`src/rtl/core/cds_pkg.sv`:
```
// ----------------------------------------------------------------------------
// cds_pkg
// Shared types and codes for the calendar date stepper: command codes,
// compare result codes, controller states and the controller/datapath link.
// ----------------------------------------------------------------------------
package cds_pkg;

	// command codes carried in the op field
	localparam logic [1:0] OP_LOAD    = 2'd0;
	localparam logic [1:0] OP_ADVANCE = 2'd1;
	localparam logic [1:0] OP_COMPARE = 2'd2;

	// compare result codes
	localparam logic [1:0] ORD_EARLIER = 2'd0;
	localparam logic [1:0] ORD_EQUAL   = 2'd1;
	localparam logic [1:0] ORD_LATER   = 2'd2;

	// controller states
	typedef enum logic [1:0] {
		ST_IDLE,
		ST_STEP,
		ST_RESP
	} state_t;

	// controller to datapath commands
	typedef struct packed {
		logic load;     // overwrite the stored date with the request date
		logic start;    // load the day counter and direction from the offset
		logic capture;  // write the order register
		logic compare;  // order register takes the compare result, else earlier
		logic step;     // move the stored date by one day, count down
	} cmd_t;

	// datapath to controller status
	typedef struct packed {
		logic cnt_zero; // no days left to step
	} status_t;

endpackage

```
`src/rtl/core/cds_ctrl.sv`:
```
// ----------------------------------------------------------------------------
// cds_ctrl
// Controller of the calendar date stepper: takes a request, sequences the
// day steps of an advance and holds the result until it is taken.
// ----------------------------------------------------------------------------
module cds_ctrl
	import cds_pkg::*;
(
	input  logic       clk,
	input  logic       arst_n,
	input  logic       in_valid,
	output logic       in_ready,
	input  logic [1:0] op,
	output logic       out_valid,
	input  logic       out_ready,
	output cmd_t       cmd,
	input  status_t    status
);

	state_t state_q;
	state_t state_d;

	// state register
	always_ff @(posedge clk or negedge arst_n) begin
		if (!arst_n) begin
			state_q <= ST_IDLE;
		end else begin
			state_q <= state_d;
		end
	end

	// next state and commands
	always_comb begin
		state_d     = state_q;
		cmd         = '0;
		in_ready    = 1'b0;
		out_valid   = 1'b0;
		case (state_q)
			ST_IDLE: begin
				in_ready = 1'b1;
				if (in_valid) begin
					cmd.capture = 1'b1;
					case (op)
						OP_LOAD: begin
							cmd.load = 1'b1;
							state_d  = ST_RESP;
						end
						OP_ADVANCE: begin
							cmd.start = 1'b1;
							state_d   = ST_STEP;
						end
						OP_COMPARE: begin
							cmd.compare = 1'b1;
							state_d     = ST_RESP;
						end
						default: begin
							state_d = ST_RESP;
						end
					endcase
				end
			end
			ST_STEP: begin
				// advance one day per cycle until the counter runs out
				if (status.cnt_zero) begin
					state_d = ST_RESP;
				end else begin
					cmd.step = 1'b1;
				end
			end
			ST_RESP: begin
				out_valid = 1'b1;
				if (out_ready) begin
					state_d = ST_IDLE;
				end
			end
			default: begin
				state_d = ST_IDLE;
			end
		endcase
	end

endmodule

```
`src/rtl/core/cds_dp.sv`:
```
// ----------------------------------------------------------------------------
// cds_dp
// Datapath of the calendar date stepper: the stored date, the day counter,
// the one-day step logic with the leap-year test, and the date compare.
// ----------------------------------------------------------------------------
module cds_dp
	import cds_pkg::*;
#(
	parameter int OFFSET_BITS = 16
) (
	input  logic                          clk,
	input  logic                          arst_n,
	input  cmd_t                          cmd,
	output status_t                       status,
	input  logic signed [15:0]            in_year,
	input  logic [3:0]                    in_month,
	input  logic [4:0]                    in_day,
	input  logic signed [OFFSET_BITS-1:0] day_offset,
	output logic signed [15:0]            out_year,
	output logic [3:0]                    out_month,
	output logic [4:0]                    out_day,
	output logic [1:0]                    order
);

	localparam logic [3:0] MONTH_JAN = 4'd1;
	localparam logic [3:0] MONTH_FEB = 4'd2;
	localparam logic [3:0] MONTH_APR = 4'd4;
	localparam logic [3:0] MONTH_JUN = 4'd6;
	localparam logic [3:0] MONTH_SEP = 4'd9;
	localparam logic [3:0] MONTH_NOV = 4'd11;
	localparam logic [3:0] MONTH_DEC = 4'd12;
	localparam logic [4:0] RES_NEG   = 5'd11; // 65536 mod 25
	localparam logic [OFFSET_BITS-1:0] CNT_ONE = {{(OFFSET_BITS-1){1'b0}}, 1'b1};

	// residue of a 16-bit unsigned value modulo 25, by folding nibbles
	function automatic logic [4:0] mod25(input logic [15:0] u);
		logic [9:0] s1;
		logic [7:0] s2;
		logic [6:0] s3;
		logic [6:0] r;
		s1 = 10'(u[3:0]) + 10'({u[7:4], 4'd0}) + 10'(u[11:8]) * 10'd6
			+ 10'(u[15:12]) * 10'd21;
		s2 = 8'(s1[4:0]) + 8'(s1[9:5]) * 8'd7;
		s3 = 7'(s2[4:0]) + 7'(s2[7:5]) * 7'd7;
		if (s3 >= 7'd75) begin
			r = s3 - 7'd75;
		end else if (s3 >= 7'd50) begin
			r = s3 - 7'd50;
		end else if (s3 >= 7'd25) begin
			r = s3 - 7'd25;
		end else begin
			r = s3;
		end
		return r[4:0];
	endfunction

	// leap year on the signed year: by 4 and not 100, or by 400
	function automatic logic is_leap(input logic signed [15:0] y);
		logic div4;
		logic div16;
		logic div25;
		div4  = (y[1:0] == 2'd0);
		div16 = (y[3:0] == 4'd0);
		div25 = (mod25(y) == (y[15] ? RES_NEG : 5'd0));
		return (div4 && !div25) || (div16 && div25);
	endfunction

	function automatic logic [4:0] month_len(input logic [3:0] m, input logic leap);
		logic [4:0] len;
		if (m == MONTH_FEB) begin
			len = leap ? 5'd29 : 5'd28;
		end else if (m == MONTH_APR || m == MONTH_JUN || m == MONTH_SEP
				|| m == MONTH_NOV) begin
			len = 5'd30;
		end else begin
			len = 5'd31;
		end
		return len;
	endfunction

	logic signed [15:0]     year_q;
	logic [3:0]             month_q;
	logic [4:0]             day_q;
	logic [1:0]             order_q;
	logic [OFFSET_BITS-1:0] cnt_q;
	logic                   fwd_q;

	logic signed [15:0]     year_d;
	logic [3:0]             month_d;
	logic [4:0]             day_d;
	logic                   leap;
	logic [4:0]             cur_len;
	logic [3:0]             prev_month;
	logic [1:0]             cmp_res;
	logic                   off_pos;
	logic [OFFSET_BITS-1:0] off_mag;

	assign leap       = is_leap(year_q);
	assign cur_len    = month_len(month_q, leap);
	assign prev_month = (month_q == MONTH_JAN) ? MONTH_DEC : month_q - 4'd1;

	// one-day step in the current direction
	always_comb begin
		year_d  = year_q;
		month_d = month_q;
		day_d   = day_q;
		if (month_q >= MONTH_JAN && month_q <= MONTH_DEC) begin
			if (fwd_q) begin
				if (day_q == cur_len) begin
					day_d = 5'd1;
					if (month_q == MONTH_DEC) begin
						month_d = MONTH_JAN;
						year_d  = year_q + 16'sd1;
					end else begin
						month_d = month_q + 4'd1;
					end
				end else begin
					day_d = day_q + 5'd1;
				end
			end else begin
				if (day_q == 5'd1) begin
					month_d = prev_month;
					if (month_q == MONTH_JAN) begin
						year_d = year_q - 16'sd1;
					end
					// February is only reached from March, same year
					day_d = month_len(prev_month, leap);
				end else begin
					day_d = day_q - 5'd1;
				end
			end
		end
	end

	// compare stored date with the request date
	always_comb begin
		if (year_q < in_year) begin
			cmp_res = ORD_EARLIER;
		end else if (year_q > in_year) begin
			cmp_res = ORD_LATER;
		end else if (month_q < in_month) begin
			cmp_res = ORD_EARLIER;
		end else if (month_q > in_month) begin
			cmp_res = ORD_LATER;
		end else if (day_q < in_day) begin
			cmp_res = ORD_EARLIER;
		end else if (day_q > in_day) begin
			cmp_res = ORD_LATER;
		end else begin
			cmp_res = ORD_EQUAL;
		end
	end

	// direction and magnitude of the offset
	assign off_pos = !day_offset[OFFSET_BITS-1] && (day_offset != '0);
	assign off_mag = day_offset[OFFSET_BITS-1] ? ('0 - day_offset) : day_offset;

	// stored date
	always_ff @(posedge clk or negedge arst_n) begin
		if (!arst_n) begin
			year_q  <= '0;
			month_q <= 4'd1;
			day_q   <= 5'd1;
		end else if (cmd.load) begin
			year_q  <= in_year;
			month_q <= in_month;
			day_q   <= in_day;
		end else if (cmd.step) begin
			year_q  <= year_d;
			month_q <= month_d;
			day_q   <= day_d;
		end
	end

	// day counter and direction
	always_ff @(posedge clk or negedge arst_n) begin
		if (!arst_n) begin
			cnt_q <= '0;
			fwd_q <= 1'b0;
		end else if (cmd.start) begin
			cnt_q <= off_mag;
			fwd_q <= off_pos;
		end else if (cmd.step) begin
			cnt_q <= cnt_q - CNT_ONE;
		end
	end

	// hold the order of the current request
	always_ff @(posedge clk) begin
		if (cmd.capture) begin
			order_q <= cmd.compare ? cmp_res : ORD_EARLIER;
		end
	end

	assign status.cnt_zero = (cnt_q == '0);
	assign out_year        = year_q;
	assign out_month       = month_q;
	assign out_day         = day_q;
	assign order           = order_q;

endmodule

```
`src/rtl/core/calendar_date_stepper.sv`:
```
// ----------------------------------------------------------------------------
// calendar_date_stepper
// Gregorian date register with load, advance by a signed day count, and
// compare; one result per request.
// ----------------------------------------------------------------------------
// A request is taken when in_valid and in_ready are high; one result follows,
// carrying the stored date and, for a compare, the order of the stored date
// against the request date. Load, compare and an unused op do their work on
// acceptance and present their result the cycle after acceptance. An advance
// moves the date one day per cycle through the single step unit and checks
// the day counter once more after the last step before presenting its result.
// The result is held until out_ready; the next request is taken in the cycle
// after the result leaves.
module calendar_date_stepper
	import cds_pkg::*;
#(
	parameter int OFFSET_BITS = 16
) (
	input  logic                          clk,
	input  logic                          arst_n,
	input  logic                          in_valid,
	output logic                          in_ready,
	input  logic [1:0]                    op,
	input  logic signed [15:0]            in_year,
	input  logic [3:0]                    in_month,
	input  logic [4:0]                    in_day,
	input  logic signed [OFFSET_BITS-1:0] day_offset,
	output logic                          out_valid,
	input  logic                          out_ready,
	output logic signed [15:0]            out_year,
	output logic [3:0]                    out_month,
	output logic [4:0]                    out_day,
	output logic [1:0]                    order
);

	cmd_t    cmd;
	status_t status;

	// sequence requests
	cds_ctrl u_ctrl (
		.clk       (clk),
		.arst_n    (arst_n),
		.in_valid  (in_valid),
		.in_ready  (in_ready),
		.op        (op),
		.out_valid (out_valid),
		.out_ready (out_ready),
		.cmd       (cmd),
		.status    (status)
	);

	// hold and step the date
	cds_dp #(
		.OFFSET_BITS (OFFSET_BITS)
	) u_dp (
		.clk        (clk),
		.arst_n     (arst_n),
		.cmd        (cmd),
		.status     (status),
		.in_year    (in_year),
		.in_month   (in_month),
		.in_day     (in_day),
		.day_offset (day_offset),
		.out_year   (out_year),
		.out_month  (out_month),
		.out_day    (out_day),
		.order      (order)
	);

endmodule

```
`config.mk`:
```
export PLATFORM = sky130hd
export DESIGN_NAME = calendar_date_stepper
export DESIGN_NICKNAME = d
export VERILOG_FILES = /design/src/rtl/core/cds_pkg.sv /design/src/rtl/core/cds_ctrl.sv /design/src/rtl/core/cds_dp.sv /design/src/rtl/core/calendar_date_stepper.sv
export SDC_FILE = /design/constraint.sdc
export NUM_CORES = 1
export LEC_CHECK = 0
export BUFFER_PORTS_ARGS = -buffer_cell sky130_fd_sc_hd__buf_4
export CORE_UTILIZATION = 66
export DETAILED_ROUTE_END_ITERATION = 6
export PLACE_DENSITY = 0.92
export SETUP_SLACK_MARGIN = 0.15
export SLEW_MARGIN = 15
export SYNTH_ARGS = -nofsm -noshare
export SYNTH_HDL_FRONTEND = slang
export SYNTH_SLANG_ARGS = --single-unit
```
`constraint.sdc`:
```
create_clock -name clk -period 27.2 [get_ports clk]
set_input_delay 4.08 -clock clk [delete_from_list [all_inputs] [get_ports clk]]
set_output_delay 4.08 -clock clk [all_outputs]
set_load 0.01 [all_outputs]
```
==> summary.txt, run 1 <==
status: completed
Final Hold Vio Count: 0
Nets: 1031
fin area: 0.007327 mm2
Data required, critical path: 27.40 ns
routability congestion estimate: 0.9445
clock transition at the registers of the reported paths: 0.10 ns
prevailing post-synth register cell: dfrtp_1
dpl hpwl: 13240 um
Post-synth EDFFs: 2
Area Overhead vs Synth: 11.97%
crit start category: flop
root buffer cell: clkbuf_8
Top delay family on crit path: adder cells
Worst R2R Start: u_dp.out_year[9]$_DFFE_PN0P_
die area: 0.01032 mm2
Routed Wire Length: 16920 um
Worst Path Buf+Inv: 4
final max-slew violation count: 0
CTS tree: built
hold_sp: u_ctrl.state_q[1]$_DFFE_PN0P_
die width: 101.6 um
Synth Area in Adders: 27.11%
top-area cell type share of the netlist area: 20.08%
Initial Util: 69.50%
fmax: 0.07925 GHz
R2R Path End: u_dp.out_month[3]$_DFFE_PN0P_
flop2flop setup slack: 14.58 ns
Slew HR: 37.38%
WL/cell: 17.16 um
Worst Hold End: u_ctrl.state_q[1]$_DFFE_PN0P_
warnings from Yosys: 0
Synth Area in Compound Gates: 21.07%
largest net degree at the start of global routing: 51
crit end category: flop
Synth Net Count: 969
post-synthesis simple-gate area fraction: 16.69%
hold depth: 1
die height: 101.6 um
Post-DP Area: 0.007207 mm2
postcts setup bufs: 0
Synth Area per Inst: 8.242 um2
post-synthesis mux area share: 1.893%
most used cell, CP: fa_1
fin crit share: 46.39%
Core Region: 0.009415 mm2
Clock Latency Late Sink: 0.31 ns
largest family of logic cells by synthesized area: adder cells
path depth of the worst reg2reg path: 39
Post-Synthesis Cells: 794
vias in the first global route: 6145
number of core rows: 35
CTS Buf Count: 5
final setup violation count: 0
top-count cell post-synth: ha_1
First DRT Iteration DRCs: 445
max cap viols: 0
area leader, netlist: ha_1
Post-Syn Area: 0.006544 mm2
clock sinks: 46
post-CTS sizing: 0
fraction of layout instances using a drive strength above 1: 12.49%
RSZ-0062 raised after global routing: false
H-tree Lvls: 2
Distinct cells, synth: 69
total congestion overflow: 0
Levels on crit path: 39
crit-path max FO: 10
via/cell ratio: 6.326
final std cells w/o fill: 986
placed cell count: 978
Hold Path Class: flop to flop
crit-path max cell delay: 0.76 ns
initial antenna violation count: 0
DRT Pass-1 Iters: 5
xor and xnor fraction of the mapped netlist area: 8.413%
Slowest-stage cell, CP: fa_1
synth cell count leaders: 105 x ha_1, 94 x inv_1, 63 x a21oi_1, 53 x nor2_1, 46 x xnor2_1
top cells by area, synth: ha_1 20%, dfrtp_1 16%, fa_1 7.0%
DRC violations left: 0
Antenna Nets Post-Route: 0
#FFs+latches synth: 46
worst path arrival time: 12.82 ns
WS Path Type: flop to flop
GRT Util Overall: 34.02%
clk_skew: 0.004434 ns
CTS max path bufs: 2
ys async rst share: 95.65%
Setup TNS Final: 0 ns
Final min period: 12.62 ns
Top-Level Pins: 76
via count: 6237
register area share after synthesis: 17.78%
first-pass GRT wire length: 27880 um
# hold bufs at CTS: 0
Ant. Diodes: 0
Final Util: 77.82%
worst-margin pin slew: 0.9326 ns
port bufs: 75
## flip-flops by register name, indices dropped and copies added, names as in the netlist
name            flops
u_ctrl.state_q      2
u_dp.out_day        5
u_dp.fwd_q          1
u_dp.order          2
u_dp.cnt_q         16
u_dp.out_month      4
u_dp.out_year      16
## kinds of logic (layout without fill, tap and decap cells)
logic type	after synthesis	after routing
compound gates	210	210
xor+xnor	62	62
flops	46	46
simple gates	216	216
buf+inv	120	183
mux	12	12
fa+ha+maj	128	128
## cell usage in the layout (no fill, tap or decap), types with 6 or more instances in the layout
cell,n
ha_1,105
inv_1,94
buf_4,80
a21oi_1,63
nor2_1,53
xnor2_1,46
dfrtp_1,42
nand2_1,41
o21ai_0,29
fa_1,23
nor3_1,22
nand3_1,20
a31oi_1,19
xor2_1,15
nand2b_1,15
a21o_1,12
nor2b_1,12
o21ai_1,11
o211ai_1,10
nor4_1,9
mux2i_1,9
o21bai_1,8
or3_1,8
o21a_1,8
and3_1,7
nand4_1,7
o31ai_1,6
a211oi_1,6
## how the worst max path moves through the flow
stage / from / end / slack, ns
3_3_place_gp: u_dp.out_year[9]$_DFFE_PN0P_ / u_dp.out_month[3]$_DFFE_PN0P_ / 15.45
6_report: u_dp.out_year[9]$_DFFE_PN0P_ / u_dp.out_month[3]$_DFFE_PN0P_ / 14.58
4_1_cts: u_dp.out_year[9]$_DFFE_PN0P_ / u_dp.out_month[3]$_DFFE_PN0P_ / 14.70
3_5_place_dp: u_dp.out_year[9]$_DFFE_PN0P_ / u_dp.out_month[3]$_DFFE_PN0P_ / 14.75
2_1_floorplan: u_dp.out_year[9]$_DFFE_PN0P_ / u_dp.out_month[3]$_DFFE_PN0P_ / 15.98
5_1_grt: u_dp.out_year[9]$_DFFE_PN0P_ / u_dp.out_month[3]$_DFFE_PN0P_ / 14.01
## routing by layer
metal,vias up,part of all wire (%),global-route usage [%]
li1,2946,-,-
met5,-,0,0
met2,261,50,60.86
met3,60,5.1,3.727
met4,0,4.1,17.39
met1,2970,41,40.24
## per-stage QoR
stage | hold WS (ns) | worst slack [ns]
2_1_floorplan | 0.4685 | 15.98
3_3_place_gp | 0.4895 | 15.45
3_5_place_dp | 0.4920 | 14.75
4_1_cts | 0.5079 | 14.70
5_1_grt | 0.5392 | 14.01
6_report | 0.5145 | 14.58
## worst register-to-register path, delay by kind of cell (launching register included)
kind / cells / cell delay, ns
buf+inv: 4 / 0.43
flops: 1 / 0.50
mux: 2 / 0.43
compound gates: 15 / 3.67
xor+xnor: 4 / 0.96
simple gates: 1 / 0.52
fa+ha+maj: 13 / 5.99
## cell type report
| type | instances | area, um2 |
|---|---|---|
| multi-input cells | 628 | 4932 |
| fillers | 641 | 2088 |
| flip-flops and latches | 46 | 1164 |
| repair buffers | 80 | 600.6 |
| inverters | 95 | 356.6 |
| well taps | 129 | 161.4 |
| clock buffers | 5 | 68.82 |
| clock inverters | 3 | 43.79 |
Power of run 1 is not shown: default switching activity piles up to over one toggle a cycle in this logic, so the estimate is an artifact.
==> inputs of run 2 (changes only) <==
Settings changed: CORE_UTILIZATION 66 to 55, PLACE_DENSITY 0.92 to 0.82.
Clock period 27.2 ns to 10.2 ns, I/O delays scaled along.
==> summary.txt, run 2 (synthesized netlist as in run 1, its figures left out) <==
status: finished, violations left
failing checks: design-rule violations, negative setup slack
Data required, critical path: 10.39 ns
RSZ-0062 raised after global routing: true
max cap viols: 0
Antenna Nets Post-Route: 0
most frequent cells in the layout: 128 x buf_4, 98 x ha_1, 90 x inv_1, 55 x a21oi_1, 52 x nor2_1
Top-Level Pins: 76
Clock Latency Late Sink: 0.30 ns
FF+latch area: 0.001166 mm2
fin crit share: 102.3%
CTS max path bufs: 2
clock transition at the registers of the reported paths: 0.07 ns
Slew HR: 39.30%
worst-margin pin slew: 0.9094 ns
hold depth: 1
GRT Util Overall: 27.74%
Slowest-stage cell, CP: fa_1
Nets: 1080
routability congestion estimate: 0.9055
via/cell ratio: 5.876
via count: 6164
die height: 111.1 um
die width: 111.1 um
Worst R2R Start: u_dp.out_year[9]$_DFFE_PN0P_
First DRT Iteration DRCs: 582
flop2flop setup slack: -0.23 ns
final setup violation count: 8
WL/cell: 15.98 um
first-pass GRT wire length: 28190 um
die area: 0.01234 mm2
crit-path max FO: 3
Hold Path Class: flop to flop
clk_skew: 0.01253 ns
root buffer cell: clkbuf_16
path depth of the worst reg2reg path: 39
# hold bufs at CTS: 0
R2R Path End: u_dp.out_month[3]$_DFFE_PN0P_
Area Overhead vs Synth: 21.55%
H-tree Lvls: 2
CTS Buf Count: 5
Routed Wire Length: 16760 um
Post-DP Area: 0.007579 mm2
number of core rows: 39
dpl hpwl: 12490 um
total congestion overflow: 0
vias in the first global route: 6107
fraction of layout instances using a drive strength above 1: 21.08%
Core Region: 0.01152 mm2
clock sinks: 46
Final min period: 10.43 ns
Initial Util: 56.82%
Final Hold Vio Count: 0
WS Path Type: flop to flop
Multi-input gate area: 0.005140 mm2
Worst Hold End: u_ctrl.state_q[1]$_DFFE_PN0P_
CTS tree: built
final max-slew violation count: 0
most used cell, CP: fa_1
Ant. Diodes: 0
crit-path max cell delay: 0.57 ns
DRT Pass-1 Iters: 7
initial antenna violation count: 0
commonest non-fill, non-tap cell in the layout: buf_4
hold_sp: u_ctrl.state_q[1]$_DFFE_PN0P_
fmax: 0.09586 GHz
worst path arrival time: 10.62 ns
port bufs: 75
crit start category: flop
Fillers: 918
largest net degree at the start of global routing: 51
fin area: 0.007954 mm2
crit end category: flop
Final WS setup: -0.2317 ns
DRC violations left: 2
run 2: final cells by class:
type	instances	share of cell area (%)
Timing Repair Buffer	129	12.22
Inverter	95	4.483
Clock inverter	1	0.09438
Multi-Input combinational cell	628	64.62
Clock buffer	7	1.667
Sequential cell	46	14.66
Tap cell	143	2.249
run 2: per-layer routing:
metal	vias to the layer above	global-route usage, %	routed length, um
met4	0	10.36	474
met2	190	49.06	8308
li1	3034	-	-
met1	2906	34.89	7315
met3	34	2.898	666
met5	-	0	0
run 2: stage by stage:
stage               hold slack (ns)  std cells   TNS, ns  utilization (%)  setup slack (ns)
floorplan                    0.4685        794   -0.1529                -          -0.09656
global placement             0.5051       1029  -0.03398            65.81          -0.03398
detailed placement           0.5126       1029   -0.9286            65.81           -0.2517
CTS                          0.5217       1045   -0.5065            68.58           -0.1387
global route                 0.5470       1049    -4.484            69.07           -0.6048
finish                       0.5279       1049    -1.137            69.07           -0.2317
run 2: worst max-delay path by stage:
stage	cells after the start	slack [ns]	start	to
detailed placement	43	-0.25	u_dp.out_year[9]$_DFFE_PN0P_	u_dp.out_month[3]$_DFFE_PN0P_
global placement	43	-0.03	u_dp.out_year[9]$_DFFE_PN0P_	u_dp.out_month[3]$_DFFE_PN0P_
global route	42	-0.60	u_dp.out_year[9]$_DFFE_PN0P_	u_dp.out_month[3]$_DFFE_PN0P_
finish	39	-0.23	u_dp.out_year[9]$_DFFE_PN0P_	u_dp.out_month[3]$_DFFE_PN0P_
floorplan	40	-0.1	u_dp.out_year[9]$_DFFE_PN0P_	u_dp.out_month[3]$_DFFE_PN0P_
CTS	39	-0.14	u_dp.out_year[9]$_DFFE_PN0P_	u_dp.out_month[3]$_DFFE_PN0P_
run 2: critical path: cells and delay by family (launching register included):
kind            cells  cell delay [ns]
fa+ha+maj          13             5.31
compound gates     15             2.62
mux                 2             0.62
xor+xnor            4             0.58
simple gates        1             0.50
flops               1             0.44
buf+inv             4             0.27
run 2: what timing repair did:
item,4_1_cts,5_1_grt
setup endpoints to repair,9,9
setup buffers,8,4
cloned,0,0
pin swaps,7,4
gates resized for setup,22,9
Power of run 2 is left out for the same reason.
